`src/rtl/core/jsu_pkg.sv`:
```
// Shared types, constants and decode functions for the JSON string unescape unit.
// Used by jsu_front, jsu_queue, jsu_back and json_string_unescape_unit.
`timescale 1ns / 1ps
`default_nettype none

package jsu_pkg;

   // Saturation limit of the consumed-byte count; the count register is 16 bits wide.
   localparam logic [31:0] COUNT_LIMIT = 32'd65535;
   localparam logic [15:0] COUNT_CAP =
      (COUNT_LIMIT > 32'h0000_FFFF) ? 16'hFFFF : 16'(COUNT_LIMIT);

   // Default number of entries in the queue between front and back.
   localparam int unsigned QUEUE_DEPTH_DEFAULT = 4;

   // Result kinds as they appear on the result channel.
   localparam logic [1:0] KIND_BYTE = 2'd0;
   localparam logic [1:0] KIND_OK   = 2'd1;
   localparam logic [1:0] KIND_ERR  = 2'd2;

   // Characters with a meaning of their own.
   localparam logic [7:0] CHAR_QUOTE  = 8'h22;
   localparam logic [7:0] CHAR_BSLASH = 8'h5C;
   localparam logic [7:0] CHAR_SLASH  = 8'h2F;
   localparam logic [7:0] CHAR_LOW_B  = 8'h62;
   localparam logic [7:0] CHAR_LOW_F  = 8'h66;
   localparam logic [7:0] CHAR_LOW_N  = 8'h6E;
   localparam logic [7:0] CHAR_LOW_R  = 8'h72;
   localparam logic [7:0] CHAR_LOW_T  = 8'h74;
   localparam logic [7:0] CHAR_LOW_U  = 8'h75;

   // UTF-8 encoding limits and markers.
   localparam logic [15:0] UTF8_ONE_MAX  = 16'h007F;
   localparam logic [15:0] UTF8_TWO_MAX  = 16'h07FF;
   localparam logic [7:0]  UTF8_LEAD_TWO = 8'hC0;
   localparam logic [7:0]  UTF8_LEAD_THR = 8'hE0;
   localparam logic [7:0]  UTF8_CONT     = 8'h80;
   localparam logic [5:0]  UTF8_CONT_MSK = 6'h3F;

   typedef enum logic [1:0] {
      PH_QUOTE,
      PH_BODY,
      PH_ESC,
      PH_HEX
   } phase_type;

   // One entry of work handed from front to back: up to three data bytes,
   // then an optional status.
   typedef struct packed {
      logic [1:0]      num_bytes;
      logic [2:0][7:0] bytes;
      logic            has_status;
      logic [1:0]      status_kind;
      logic [15:0]     count;
   } cmd_type;

   typedef struct packed {
      logic [1:0]      num_bytes;
      logic [2:0][7:0] bytes;
   } utf8_type;

   typedef struct packed {
      logic       ok;
      logic [3:0] value;
   } nibble_type;

   typedef struct packed {
      logic       ok;
      logic [7:0] value;
   } escape_type;

   function automatic nibble_type hex_digit(input logic [7:0] b);
      nibble_type r;
      r.ok    = 1'b0;
      r.value = b[3:0];
      if (b >= 8'h30 && b <= 8'h39) begin
         r.ok = 1'b1;
      end else if ((b >= 8'h61 && b <= 8'h66) || (b >= 8'h41 && b <= 8'h46)) begin
         // Letters a..f carry 1..6 in the low nibble, so adding nine gives 10..15.
         r.ok    = 1'b1;
         r.value = b[3:0] + 4'd9;
      end
      return r;
   endfunction

   function automatic escape_type simple_escape(input logic [7:0] b);
      escape_type r;
      r.ok    = 1'b1;
      r.value = b;
      unique case (b) inside
         CHAR_QUOTE, CHAR_BSLASH, CHAR_SLASH: r.value = b;
         CHAR_LOW_B: r.value = 8'h08;
         CHAR_LOW_F: r.value = 8'h0C;
         CHAR_LOW_N: r.value = 8'h0A;
         CHAR_LOW_R: r.value = 8'h0D;
         CHAR_LOW_T: r.value = 8'h09;
         default:    r.ok    = 1'b0;
      endcase
      return r;
   endfunction

   function automatic utf8_type utf8_encode(input logic [15:0] cp);
      utf8_type r;
      r.bytes = '0;
      if (cp <= UTF8_ONE_MAX) begin
         r.num_bytes = 2'd1;
         r.bytes[0]  = cp[7:0];
      end else if (cp <= UTF8_TWO_MAX) begin
         r.num_bytes = 2'd2;
         r.bytes[0]  = UTF8_LEAD_TWO | {3'b000, cp[10:6]};
         r.bytes[1]  = UTF8_CONT | {2'b00, cp[5:0] & UTF8_CONT_MSK};
      end else begin
         r.num_bytes = 2'd3;
         r.bytes[0]  = UTF8_LEAD_THR | {4'b0000, cp[15:12]};
         r.bytes[1]  = UTF8_CONT | {2'b00, cp[11:6] & UTF8_CONT_MSK};
         r.bytes[2]  = UTF8_CONT | {2'b00, cp[5:0] & UTF8_CONT_MSK};
      end
      return r;
   endfunction

endpackage

`default_nettype wire

```
`src/rtl/core/jsu_front.sv`:
```
// Front part: parses one input word per accepted cycle and builds a queue work entry.
// Depends on jsu_pkg.
`timescale 1ns / 1ps
`default_nettype none

module jsu_front (
   input  wire logic            clock,
   input  wire logic            reset,
   input  wire logic            accept,
   input  wire logic [7:0]      data_byte,
   input  wire logic            end_of_input,
   output jsu_pkg::cmd_type     cmd,
   output logic                 cmd_push
);

   jsu_pkg::phase_type phase_ff, phase_in;
   logic [1:0]         hex_seen_ff, hex_seen_in;
   logic [15:0]        acc_ff, acc_in;
   logic [15:0]        count_ff, count_in;

   logic [15:0]         count_next;
   logic [15:0]         acc_shift;
   jsu_pkg::nibble_type nib;
   jsu_pkg::escape_type esc;
   jsu_pkg::utf8_type   enc;
   logic                done;
   logic [1:0]          done_kind;

   always_ff @(posedge clock) begin
      if (reset) begin
         phase_ff    <= jsu_pkg::PH_QUOTE;
         hex_seen_ff <= 2'd0;
         acc_ff      <= 16'd0;
         count_ff    <= 16'd0;
      end else if (accept) begin
         phase_ff    <= phase_in;
         hex_seen_ff <= hex_seen_in;
         acc_ff      <= acc_in;
         count_ff    <= count_in;
      end
   end

   always_comb begin
      count_next = (count_ff < jsu_pkg::COUNT_CAP) ? count_ff + 16'd1 : count_ff;
      nib        = jsu_pkg::hex_digit(data_byte);
      esc        = jsu_pkg::simple_escape(data_byte);
      acc_shift  = {acc_ff[11:0], nib.value};
      enc        = jsu_pkg::utf8_encode(acc_shift);

      phase_in    = phase_ff;
      hex_seen_in = hex_seen_ff;
      acc_in      = acc_ff;
      count_in    = count_next;
      done        = 1'b0;
      done_kind   = jsu_pkg::KIND_ERR;

      cmd             = '0;
      cmd.status_kind = jsu_pkg::KIND_ERR;

      unique case (phase_ff)
         jsu_pkg::PH_QUOTE: begin
            if (data_byte == jsu_pkg::CHAR_QUOTE) begin
               phase_in = jsu_pkg::PH_BODY;
            end else begin
               done = 1'b1;
            end
         end
         jsu_pkg::PH_BODY: begin
            if (data_byte == jsu_pkg::CHAR_QUOTE) begin
               done      = 1'b1;
               done_kind = jsu_pkg::KIND_OK;
            end else if (data_byte == jsu_pkg::CHAR_BSLASH) begin
               phase_in = jsu_pkg::PH_ESC;
            end else begin
               cmd.num_bytes = 2'd1;
               cmd.bytes[0]  = data_byte;
            end
         end
         jsu_pkg::PH_ESC: begin
            phase_in = jsu_pkg::PH_BODY;
            if (data_byte == jsu_pkg::CHAR_LOW_U) begin
               phase_in    = jsu_pkg::PH_HEX;
               hex_seen_in = 2'd0;
               acc_in      = 16'd0;
            end else if (esc.ok) begin
               cmd.num_bytes = 2'd1;
               cmd.bytes[0]  = esc.value;
            end else begin
               done = 1'b1;
            end
         end
         jsu_pkg::PH_HEX: begin
            if (!nib.ok) begin
               done = 1'b1;
            end else if (hex_seen_ff == 2'd3) begin
               cmd.num_bytes = enc.num_bytes;
               cmd.bytes     = enc.bytes;
               phase_in      = jsu_pkg::PH_BODY;
               hex_seen_in   = 2'd0;
               acc_in        = 16'd0;
            end else begin
               hex_seen_in = hex_seen_ff + 2'd1;
               acc_in      = acc_shift;
            end
         end
         default: begin
            phase_in = jsu_pkg::PH_QUOTE;
         end
      endcase

      // Running out of text inside the string is an error after this word's bytes.
      if (!done && end_of_input) begin
         done = 1'b1;
      end

      if (done) begin
         cmd.has_status  = 1'b1;
         cmd.status_kind = done_kind;
         cmd.count       = count_next;
         phase_in        = jsu_pkg::PH_QUOTE;
         hex_seen_in     = 2'd0;
         acc_in          = 16'd0;
         count_in        = 16'd0;
      end

      cmd_push = accept && (cmd.num_bytes != 2'd0 || cmd.has_status);
   end

endmodule

`default_nettype wire

```
`src/rtl/core/jsu_queue.sv`:
```
// Small first-in first-out queue of work entries between front and back.
// Depends on jsu_pkg.
`timescale 1ns / 1ps
`default_nettype none

module jsu_queue #(
   parameter int unsigned DEPTH = jsu_pkg::QUEUE_DEPTH_DEFAULT
) (
   input  wire logic             clock,
   input  wire logic             reset,
   input  wire logic             push,
   input  wire jsu_pkg::cmd_type push_cmd,
   input  wire logic             pop,
   output jsu_pkg::cmd_type      pop_cmd,
   output logic                  full,
   output logic                  empty
);

   localparam int unsigned PtrWidth = (DEPTH > 1) ? $clog2(DEPTH) : 1;
   localparam int unsigned CntWidth = $clog2(DEPTH + 1);

   jsu_pkg::cmd_type      entry_ff [DEPTH];
   logic [PtrWidth-1:0]   wr_ptr_ff, wr_ptr_in;
   logic [PtrWidth-1:0]   rd_ptr_ff, rd_ptr_in;
   logic [CntWidth-1:0]   count_ff, count_in;
   logic                  do_push;
   logic                  do_pop;

   always_comb begin
      full    = (count_ff == CntWidth'(DEPTH));
      empty   = (count_ff == '0);
      do_push = push && !full;
      do_pop  = pop && !empty;
      pop_cmd = entry_ff[rd_ptr_ff];

      wr_ptr_in = wr_ptr_ff;
      if (do_push) begin
         wr_ptr_in = (wr_ptr_ff == PtrWidth'(DEPTH - 1)) ? '0 : wr_ptr_ff + 1'b1;
      end
      rd_ptr_in = rd_ptr_ff;
      if (do_pop) begin
         rd_ptr_in = (rd_ptr_ff == PtrWidth'(DEPTH - 1)) ? '0 : rd_ptr_ff + 1'b1;
      end
      count_in = count_ff;
      if (do_push && !do_pop) begin
         count_in = count_ff + 1'b1;
      end else if (do_pop && !do_push) begin
         count_in = count_ff - 1'b1;
      end
   end

   always_ff @(posedge clock) begin
      if (reset) begin
         wr_ptr_ff <= '0;
         rd_ptr_ff <= '0;
         count_ff  <= '0;
      end else begin
         wr_ptr_ff <= wr_ptr_in;
         rd_ptr_ff <= rd_ptr_in;
         count_ff  <= count_in;
      end
   end

   always_ff @(posedge clock) begin
      if (do_push) begin
         entry_ff[wr_ptr_ff] <= push_cmd;
      end
   end

endmodule

`default_nettype wire

```
`src/rtl/core/jsu_back.sv`:
```
// Back part: turns each work entry into result words in an output register, one per unstalled cycle.
// Depends on jsu_pkg.
`timescale 1ns / 1ps
`default_nettype none

module jsu_back (
   input  wire logic             clock,
   input  wire logic             reset,
   input  wire jsu_pkg::cmd_type q_cmd,
   input  wire logic             q_empty,
   output logic                  q_pop,
   output logic                  rsp_valid,
   input  wire logic             rsp_ready,
   output logic [1:0]            rsp_kind,
   output logic [7:0]            rsp_byte,
   output logic [15:0]           rsp_count,
   output logic                  rsp_last
);

   jsu_pkg::cmd_type cmd_ff, cmd_in;
   logic             cmd_valid_ff, cmd_valid_in;
   logic [1:0]       idx_ff, idx_in;

   logic             out_valid_ff, out_valid_in;
   logic [1:0]       out_kind_ff, out_kind_in;
   logic [7:0]       out_byte_ff, out_byte_in;
   logic [15:0]      out_count_ff, out_count_in;
   logic             out_last_ff, out_last_in;

   logic             out_free;
   logic             take_cur;
   logic [2:0]       cur_total;
   logic             cur_final;
   logic             need_new;

   always_comb begin
      out_free  = !out_valid_ff || rsp_ready;
      take_cur  = out_free && cmd_valid_ff;
      cur_total = {1'b0, cmd_ff.num_bytes} + {2'b00, cmd_ff.has_status};
      cur_final = ({1'b0, idx_ff} + 3'd1) == cur_total;
      need_new  = !cmd_valid_ff || (take_cur && cur_final);
      q_pop     = need_new && !q_empty;

      cmd_in       = cmd_ff;
      cmd_valid_in = cmd_valid_ff;
      idx_in       = idx_ff;
      if (q_pop) begin
         cmd_in       = q_cmd;
         cmd_valid_in = 1'b1;
         idx_in       = 2'd0;
      end else if (need_new) begin
         cmd_valid_in = 1'b0;
      end else if (take_cur) begin
         idx_in = idx_ff + 2'd1;
      end

      // Data bytes come first, then the status if there is one.
      out_valid_in = out_free ? take_cur : out_valid_ff;
      out_kind_in  = out_kind_ff;
      out_byte_in  = out_byte_ff;
      out_count_in = out_count_ff;
      out_last_in  = out_last_ff;
      if (take_cur) begin
         out_last_in = cur_final;
         if (idx_ff < cmd_ff.num_bytes) begin
            out_kind_in  = jsu_pkg::KIND_BYTE;
            out_count_in = 16'd0;
            case (idx_ff)
               2'd0:    out_byte_in = cmd_ff.bytes[0];
               2'd1:    out_byte_in = cmd_ff.bytes[1];
               default: out_byte_in = cmd_ff.bytes[2];
            endcase
         end else begin
            out_kind_in  = cmd_ff.status_kind;
            out_byte_in  = 8'd0;
            out_count_in = cmd_ff.count;
         end
      end
   end

   always_ff @(posedge clock) begin
      if (reset) begin
         cmd_valid_ff <= 1'b0;
         idx_ff       <= 2'd0;
         out_valid_ff <= 1'b0;
      end else begin
         cmd_valid_ff <= cmd_valid_in;
         idx_ff       <= idx_in;
         out_valid_ff <= out_valid_in;
      end
   end

   always_ff @(posedge clock) begin
      cmd_ff       <= cmd_in;
      out_kind_ff  <= out_kind_in;
      out_byte_ff  <= out_byte_in;
      out_count_ff <= out_count_in;
      out_last_ff  <= out_last_in;
   end

   assign rsp_valid = out_valid_ff;
   assign rsp_kind  = out_kind_ff;
   assign rsp_byte  = out_byte_ff;
   assign rsp_count = out_count_ff;
   assign rsp_last  = out_last_ff;

endmodule

`default_nettype wire

```
`src/rtl/core/json_string_unescape_unit.sv`:
```
// Top level of the JSON string unescape unit: front parser, work queue and result back end.
// Depends on jsu_pkg, jsu_front, jsu_queue and jsu_back.
`timescale 1ns / 1ps
`default_nettype none

// This unit decodes one JSON string literal from a stream of raw text bytes, one byte per
// word on the req_ channel, beginning at the opening double quote. Plain bytes come out as
// they are, the eight simple backslash escapes become single bytes, and a backslash-u escape
// with four hex digits becomes one to three UTF-8 bytes (surrogate pairs are not combined).
// A closing quote produces an ok status word; a bad opening byte, an unknown escape, a bad
// hex digit or req_tlast before the closing quote produces an error status word, and the
// bytes already delivered for that string must then be discarded. Status words carry the
// number of input bytes the string used, saturating at 65535. rsp_tlast marks the final
// result word caused by one input word; input words that cause no result (the opening quote,
// a backslash, the first three hex digits) produce nothing. After any status the unit waits
// for the next opening quote. Input words are accepted at one per cycle while the queue has
// room: the front parser handles each word in the cycle in which it is accepted and drops its
// results into a queue of QUEUE_DEPTH entries. The back end delivers one result word per
// cycle while rsp_tready is high, so the sustained rate is then one input word per cycle as
// long as each word causes at most one result; a backslash-u escape that expands to two or
// three bytes, plus a status, gives up to four result words, and the queue absorbs that
// burst. From an idle unit, a word's first result passes through the queue, the back end's
// command register and its output register. req_tready falls only when the queue is full.

module json_string_unescape_unit #(
   parameter int unsigned QUEUE_DEPTH = jsu_pkg::QUEUE_DEPTH_DEFAULT
) (
   input  wire logic        clock,
   input  wire logic        reset,

   input  wire logic        req_tvalid,
   output logic             req_tready,
   input  wire logic [7:0]  req_tdata,   // [7:0] data_byte
   input  wire logic        req_tlast,   // end_of_input

   output logic             rsp_tvalid,
   input  wire logic        rsp_tready,
   output logic [23:0]      rsp_tdata,   // [7:0] out_byte, [23:8] consumed_count
   output logic [1:0]       rsp_tuser,   // [1:0] out_kind
   output logic             rsp_tlast    // last
);

   jsu_pkg::cmd_type front_cmd;
   jsu_pkg::cmd_type queue_cmd;
   logic             front_push;
   logic             queue_full;
   logic             queue_empty;
   logic             queue_pop;
   logic             req_accept;
   logic [7:0]       rsp_byte;
   logic [15:0]      rsp_count;

   assign req_tready = !queue_full;
   assign req_accept = req_tvalid && req_tready;

   // The front parser keeps the string state and turns each accepted word into one work
   // entry, or into none when the word produces no result.
   jsu_front u_front (
      .clock        (clock),
      .reset        (reset),
      .accept       (req_accept),
      .data_byte    (req_tdata),
      .end_of_input (req_tlast),
      .cmd          (front_cmd),
      .cmd_push     (front_push)
   );

   // The queue lets the parser keep taking words while the back end works off a
   // multi-byte expansion or waits on a stalled result channel.
   jsu_queue #(
      .DEPTH (QUEUE_DEPTH)
   ) u_queue (
      .clock    (clock),
      .reset    (reset),
      .push     (front_push),
      .push_cmd (front_cmd),
      .pop      (queue_pop),
      .pop_cmd  (queue_cmd),
      .full     (queue_full),
      .empty    (queue_empty)
   );

   // The back end walks each entry one result word at a time into its output register.
   jsu_back u_back (
      .clock     (clock),
      .reset     (reset),
      .q_cmd     (queue_cmd),
      .q_empty   (queue_empty),
      .q_pop     (queue_pop),
      .rsp_valid (rsp_tvalid),
      .rsp_ready (rsp_tready),
      .rsp_kind  (rsp_tuser),
      .rsp_byte  (rsp_byte),
      .rsp_count (rsp_count),
      .rsp_last  (rsp_tlast)
   );

   assign rsp_tdata = {rsp_count, rsp_byte};

endmodule

`default_nettype wire

```
`config.mk`:
```
export PLATFORM = sky130hd
export DESIGN_NAME = json_string_unescape_unit
export DESIGN_NICKNAME = d
export VERILOG_FILES = /design/src/rtl/core/jsu_pkg.sv /design/src/rtl/core/jsu_front.sv /design/src/rtl/core/jsu_queue.sv /design/src/rtl/core/jsu_back.sv /design/src/rtl/core/json_string_unescape_unit.sv
export SDC_FILE = /design/constraint.sdc
export NUM_CORES = 1
export LEC_CHECK = 0
export BUFFER_PORTS_ARGS = -buffer_cell sky130_fd_sc_hd__clkbuf_2
export CORE_MARGIN = 3
export CORE_UTILIZATION = 57
export DETAILED_ROUTE_END_ITERATION = 12
export PLACE_DENSITY = 0.74
export SLEW_MARGIN = 10
export SYNTH_ARGS = -nofsm -noshare
export SYNTH_HDL_FRONTEND = slang
export SYNTH_SLANG_ARGS = --single-unit
```
`constraint.sdc`:
```
create_clock -name clock -period 5.7 [get_ports clock]
set_input_delay 1.71 -clock clock [delete_from_list [all_inputs] [get_ports clock]]
set_output_delay 1.71 -clock clock [all_outputs]
set_load 0.005 [all_outputs]
```
After elaboration in Yosys (flattened, before gate mapping)
Memory sizes are Yosys's and may differ from the RTL's. A register that Yosys moved wholly into a read port is not among the register bits. Cells that the tools add are included.

Register bits after elaboration: 70. RAM bits: 180. Input bits: 13. Memories: 1.

Memory list: u_queue.entry_ff (depth 4, width 45, rd ports 1, clocked after memory_dff 1, write ports 1, line jsu_queue.sv:22) `jsu_pkg::cmd_type entry_ff [DEPTH];`.

Add/sub/neg operators: 10. Magnitude comparators: 10. Equality and inequality tests: 24. Mux-type cells: 63. Bitwise logic cells: 1. Reductions and logical operators: 36.

Operators by type and width (number): 16-bit 2-to-1 mux (4); 8-bit by 7-bit equality test with 1-bit output, second input constant (7); 26-bit 2-to-1 mux (2); 12-bit 2-to-1 mux (4); 8-bit 2-to-1 mux (6); 8-bit one-hot mux with 5 select lines (1); 2-bit 2-to-1 mux (18); 12-bit one-hot mux with 2 select lines (1); 8-bit one-hot mux with 3 select lines (1); 19-bit 2-to-1 mux (1); 16-bit by 1-bit adder with 16-bit output, second input constant (1); 8-bit by 6-bit equality test with 1-bit output, second input constant (2); 8-bit by 7-bit greater-or-equal comparator with 1-bit output, second input constant (2); 16-bit by 11-bit less-or-equal comparator with 1-bit output, second input constant (1); 16-bit by 7-bit less-or-equal comparator with 1-bit output, second input constant (1); 8-bit by 7-bit less-or-equal comparator with 1-bit output, second input constant (2); 16-bit < comparator, second input constant (1); 8-bit one-hot mux with 2 select lines (1); 1-bit 2-to-1 mux (15); 3-bit by 1-bit != test with 1-bit output, second input constant (5); 14-bit 2-to-1 mux (1); 1-bit logical AND (13); 2-bit equality test, second input constant (5); 2-bit by 1-bit adder with 2-bit output, second input constant (4); 31 further kinds (45).

Logic depth before layout (Yosys ltp)
Word-level depth: 19. Gate-level depth with buffers: 16. Depth with buffers taken out: 15.

Modules after synthesis
A second synthesis with hierarchy kept.

Cells, all modules: 820. Area, all modules: 12438.2 sq um.

Modules (own cells, without submodules): jsu_queue (instances 1, cells each 285, area an instance 6990.5 sq um, seq. area each 5585.4 sq um); jsu_back (instances 1, cells each 152, area an instance 2721.4 sq um, seq. area each 2242.2 sq um); jsu_front (instances 1, cells each 381, area an instance 2716.4 sq um, seq. area each 640.6 sq um); json_string_unescape_unit (instances 1, cells each 2, area an instance 10.0 sq um, seq. area each 0.0 sq um).

Least setup slack after synthesis
OpenSTA, ideal clock, no wires.

Kind: in2reg. From: input req_tdata[3]. To: memory u_queue.entry_ff[3][0] (netlist name), enable pin. Library setup time: 0.405 ns. Arrival time: 4.694 ns. Data required time: 5.295 ns. Slack: 0.601 ns. Stages: 10. Buffers on the path: 2. Path through: buf_6 -> or4b_4 -> a311oi_4 -> o21ai_2 -> or2_0 -> buf_6 -> a311oi_4 -> nor2_2 -> inv_2 -> and2_1.

Longest elaborated chain between the ends: 17.

Ends and longest elaborated chain: start: declaration (line json_string_unescape_unit.sv:33) `input wire logic [7:0] req_tdata,`; 8-bit by 7-bit greater-or-equal comparator with 1-bit output / 8-bit by 7-bit less-or-equal comparator with 1-bit output (equally long branches) (line jsu_pkg.sv:78) `end else if ((b >= 8'h61 && b <= 8'h66) || (b >= 8'h41 && b <= 8'h46)) begin`; 1-bit logical AND (line jsu_pkg.sv:78); 1-bit logical OR (line jsu_pkg.sv:78); 5-bit 2-to-1 mux (line jsu_pkg.sv:78); 4-bit 2-to-1 mux (line jsu_pkg.sv:76) `if (b >= 8'h30 && b <= 8'h39) begin`; 16-bit by 11-bit less-or-equal comparator with 1-bit output (line jsu_pkg.sv:108) `end else if (cp <= UTF8_TWO_MAX) begin`; 1-bit 2-to-1 mux (line jsu_pkg.sv:108); 2-bit 2-to-1 mux (line jsu_pkg.sv:105) `if (cp <= UTF8_ONE_MAX) begin`; (+2 left out); 2-bit one-hot mux with 3 select lines (line jsu_front.sv:60) `unique case (phase_ff)`; 2-bit nonzero test (line jsu_front.sv:126) `cmd_push = accept && (cmd.num_bytes != 2'd0 || cmd.has_status);`; 1-bit logical OR (*) (line jsu_front.sv:126); 1-bit logical AND (*) (line jsu_front.sv:126); 1-bit logical AND (*) (line jsu_queue.sv:32) `do_push = push && !full;`; named net u_queue.do_push (line jsu_queue.sv:26) `logic do_push;`; 1-bit 2-to-1 mux (*) (line jsu_queue.sv:65) `if (do_push) begin`; 1-bit 2-to-1 mux (not written as such) (*) (line jsu_queue.sv:66) `entry_ff[wr_ptr_ff] <= push_cmd;`; end: declaration (line jsu_queue.sv:22).

The timed path passes the listed nets; every way through them passes the cells marked *.

Worst setup path in the final report
From: input req_tdata[1]. To: register u_queue.count_ff[2].

Longest elaborated chain between the ends: 18.

Ends and longest elaborated chain: 8-bit by 7-bit greater-or-equal comparator with 1-bit output / 8-bit by 7-bit less-or-equal comparator with 1-bit output (equally long branches) (line jsu_pkg.sv:78); 1-bit logical AND (line jsu_pkg.sv:78); 1-bit logical OR (line jsu_pkg.sv:78); 5-bit 2-to-1 mux (line jsu_pkg.sv:78); 4-bit 2-to-1 mux (line jsu_pkg.sv:76); 16-bit by 11-bit less-or-equal comparator with 1-bit output (line jsu_pkg.sv:108); 1-bit 2-to-1 mux (line jsu_pkg.sv:108); 2-bit 2-to-1 mux (line jsu_pkg.sv:105); (+3 left out); 2-bit nonzero test (line jsu_front.sv:126); 1-bit logical OR (*) (line jsu_front.sv:126); 1-bit logical AND (*) (line jsu_front.sv:126); 1-bit logical AND (*) (line jsu_queue.sv:32); named net u_queue.do_push (line jsu_queue.sv:26); 1-bit logical NOT (line jsu_queue.sv:47) `end else if (do_pop && !do_push) begin`; 1-bit logical AND (line jsu_queue.sv:47); 2-bit nonzero test (no source line); end signal: assignment (line jsu_queue.sv:60) `count_ff <= count_in;`; end: declaration (line jsu_queue.sv:25) `logic [CntWidth-1:0] count_ff, count_in;`.

Marked as above. A chain may end at the register's enable or synchronous reset.

==> run metrics <==
clk buf depth 3; fin nets about 860; Finish-stage setup viols 0; Critical Path RT between 6 and 7 ns; sequential area share after synthesis 0.6847; core area approximately 20000 um2; most common cell after layout, fill and taps aside edfxtp_1; Root Buffer clkbuf_16; initial antenna violation count 0; FP Rows 52; FMAX around 0.2 GHz; pre-CTS setup slack 0.3094 ns; skew final a little over 0.006 ns; vias in the first global route just under 7000; Post-Route WL ~23000 um; Die W 150.3 um; Final Worst Setup Slack ~0.79 ns; async set-reset flop share out of synthesis 0; # Post-CTS Setup Buffers 0; Max VDD drop about 0.24 mV; CTS Hold Buffers Added 0; largest net degree at the start of global routing 46; hpwl dp between 10000 and 15000 um; synthesized flop and latch total around 290; number of clock sinks between 200 and 300; final critical-path required period between 4 and 5 ns; Routed Antenna Nets 0; detailed-route wire length per cell 21.04 um; Boundary Pins 42; CTS Buf Count 28; fillers about 1400; Max Cap Viol 0; Max-slew headroom 0.1833; DRT iter0 DRCs between 500 and 600; # DRC 0; RSZ-0062 raised after global routing false; Vias/cell 6.055; clock transition at the registers of the reported paths 0.06 ns; CTS tree yes; Syn Nets 815; detailed-route via count between 6000 and 7000; main flop type after synthesis edfxtp_1; Arr. time, crit path roughly 5.4 ns; Worst Path Max Fanout 8; total gr overflow 0; status finished, final reports clean; DIE AREA between 20000 and 25000 um2; total track usage 0.2129; H-tree depth 1; PD cells approximately 460 nW/um2; Synth Area per Inst roughly 15 um2; count of pins over their slew limit 0; clk_lat worst skew roughly 0.53 ns; Resize count post-CTS 0; fraction of layout cells with a size suffix above 1 0.1924; Total Power slightly above 0.006 W; Fin Hold WS just under 0.5 ns; synthesis-to-layout area growth 12.64%; die height about 150 um; YS warnings 0; area of the mapped netlist roughly 12000 um2; first-pass GRT wire length around 37000 um; Mapped Cells around 780; period utilisation layout 0.8621; Netlist cell types 63; leak pwr roughly 4.6 nW; Inserted Diodes 0; routability cong. 0.9874; slew at the pin closest to its max-slew limit 1.225 ns; Final Hold Viols 0; critical path class in -> reg; most frequent cells in the layout edfxtp_1 (242), nor2_1 (50), a21oi_1 (46); Initial Utilization 0.5829; Pre-antenna DRT Iters 5; setup TNS 0 ns; endpoint type of the worst setup path flop; Port Buffer Count a little over 40; Setup crit start kind input pin; Layout Utilization 0.6566; Post-synth EDFFs roughly 240; Hold WC Path Type reg -> reg
## flip-flops by register name, summed over array words and instances (netlist names), 2 cells and up
name and flops:
u_queue.rd_ptr_ff 2, u_queue.wr_ptr_ff 2, u_back.rsp_kind 2, u_back.cmd_ff 43
u_front.phase_ff 2, u_queue.count_ff 3, u_back.rsp_byte 8, u_front.hex_seen_ff 2
u_queue.entry_ff 172, u_back.rsp_count 16, u_back.idx_ff 2, u_front.acc_ff 12
u_front.count_ff 16
## final timing paths
kind                                                          start                                  end  slack [ns]  depth (start not counted)
worst min register to register  u_front.hex_seen_ff[1]$_SDFFE_PP0P_  u_front.hex_seen_ff[1]$_SDFFE_PP0P_        0.49                          1
worst max register to register          u_back.cmd_ff[18]$_DFFE_PP_          u_back.cmd_ff[30]$_DFFE_PP_        2.27                          8
worst max-delay path                                   req_tdata[1]     u_queue.count_ff[2]$_SDFFE_PP0P_        0.79                         17
worst min-delay path            u_front.hex_seen_ff[1]$_SDFFE_PP0P_  u_front.hex_seen_ff[1]$_SDFFE_PP0P_        0.49                          1
## cells in the mapped netlist, types with 5 or more instances
cell type,number,share of area
and2_1,26,0.014
dfxtp_1,43,0.073
mux4_2,43,0.082
a22o_1,13,0.0096
nand2_1,44,0.014
xnor2_1,15,0.011
nand4_1,6,0.0032
mux2i_1,6,0.0051
nor2_1,51,0.016
clkbuf_1,20,0.0063
or3_1,6,0.0032
nor3_1,21,0.0089
and3_1,10,0.0053
a31oi_1,6,0.0032
edfxtp_1,242,0.61
o21ai_0,16,0.0067
nand2b_1,9,0.0047
buf_2,5,0.0021
xor2_1,6,0.0044
buf_1,6,0.0019
ha_1,22,0.023
inv_1,24,0.0076
nor4_1,5,0.0026
a21oi_1,46,0.019
nand3_1,12,0.0051
a22oi_1,12,0.0076
## critical path, stage by stage
cell,delay [ns]
clkbuf_2,0.13
inv_1,0.11
ha_1,0.24
o21bai_1,0.10
a2111oi_1,0.52
buf_4,0.22
o21ai_2,0.06
or2_0,0.40
a311oi_4,0.33
nor2_2,0.10
inv_2,0.08
ha_1,0.18
inv_1,0.07
fa_1,0.43
xor2_1,0.19
or3_1,0.32
a21oi_1,0.15
## cell families after synthesis
family / count (synthesis) / synth area share
xor+xnor: 21 / 0.01550
simple gates: 213 / 0.09234
compound gates: 124 / 0.07157
fa+ha+maj: 23 / 0.02488
flops: 285 / 0.6847
mux: 51 / 0.08854
buf+inv: 62 / 0.02245
## cell type report
cell class                 instances  area [um2]  share of cell area
sequential                       285        8130              0.6081
multi-input combinational        432        3486              0.2607
clock buffer                      38       779.5             0.05830
timing repair buffer              52       337.8             0.02527
tap                              270       337.8             0.02527
clock inverter                    14       201.4             0.01507
inverter                          26       97.59            0.007299
## metal layers
layer  wire, um  GRT usage  vias to the layer above
met5          0          0                        -
met4        570    0.06084                        0
met3       1680    0.03462                       50
met2      11080     0.3337                      269
met1      10160     0.3136                     3345
li1           -          -                     3099
## metrics by stage
stage / cells / instance area (um2)
3_5_place_dp: 1065 / 12390
4_1_cts: 1117 / 13370
2_1_floorplan: 779 / 11870
3_3_place_gp: 1065 / 12390
5_1_grt: 1117 / 13370
6_report: 1117 / 13370
## where the power goes
group | internal, W | leakage [nW] | switching [W]
logic | 0.000557 | 1.47 | 0.000694
registers | 0.00282 | 2.64 | 0.000199
clock network | 0.00118 | 0.474 | 0.000736
total | 0.00456 | 4.59 | 0.00163
No activity file was read; power rests on OpenSTA's default activity.
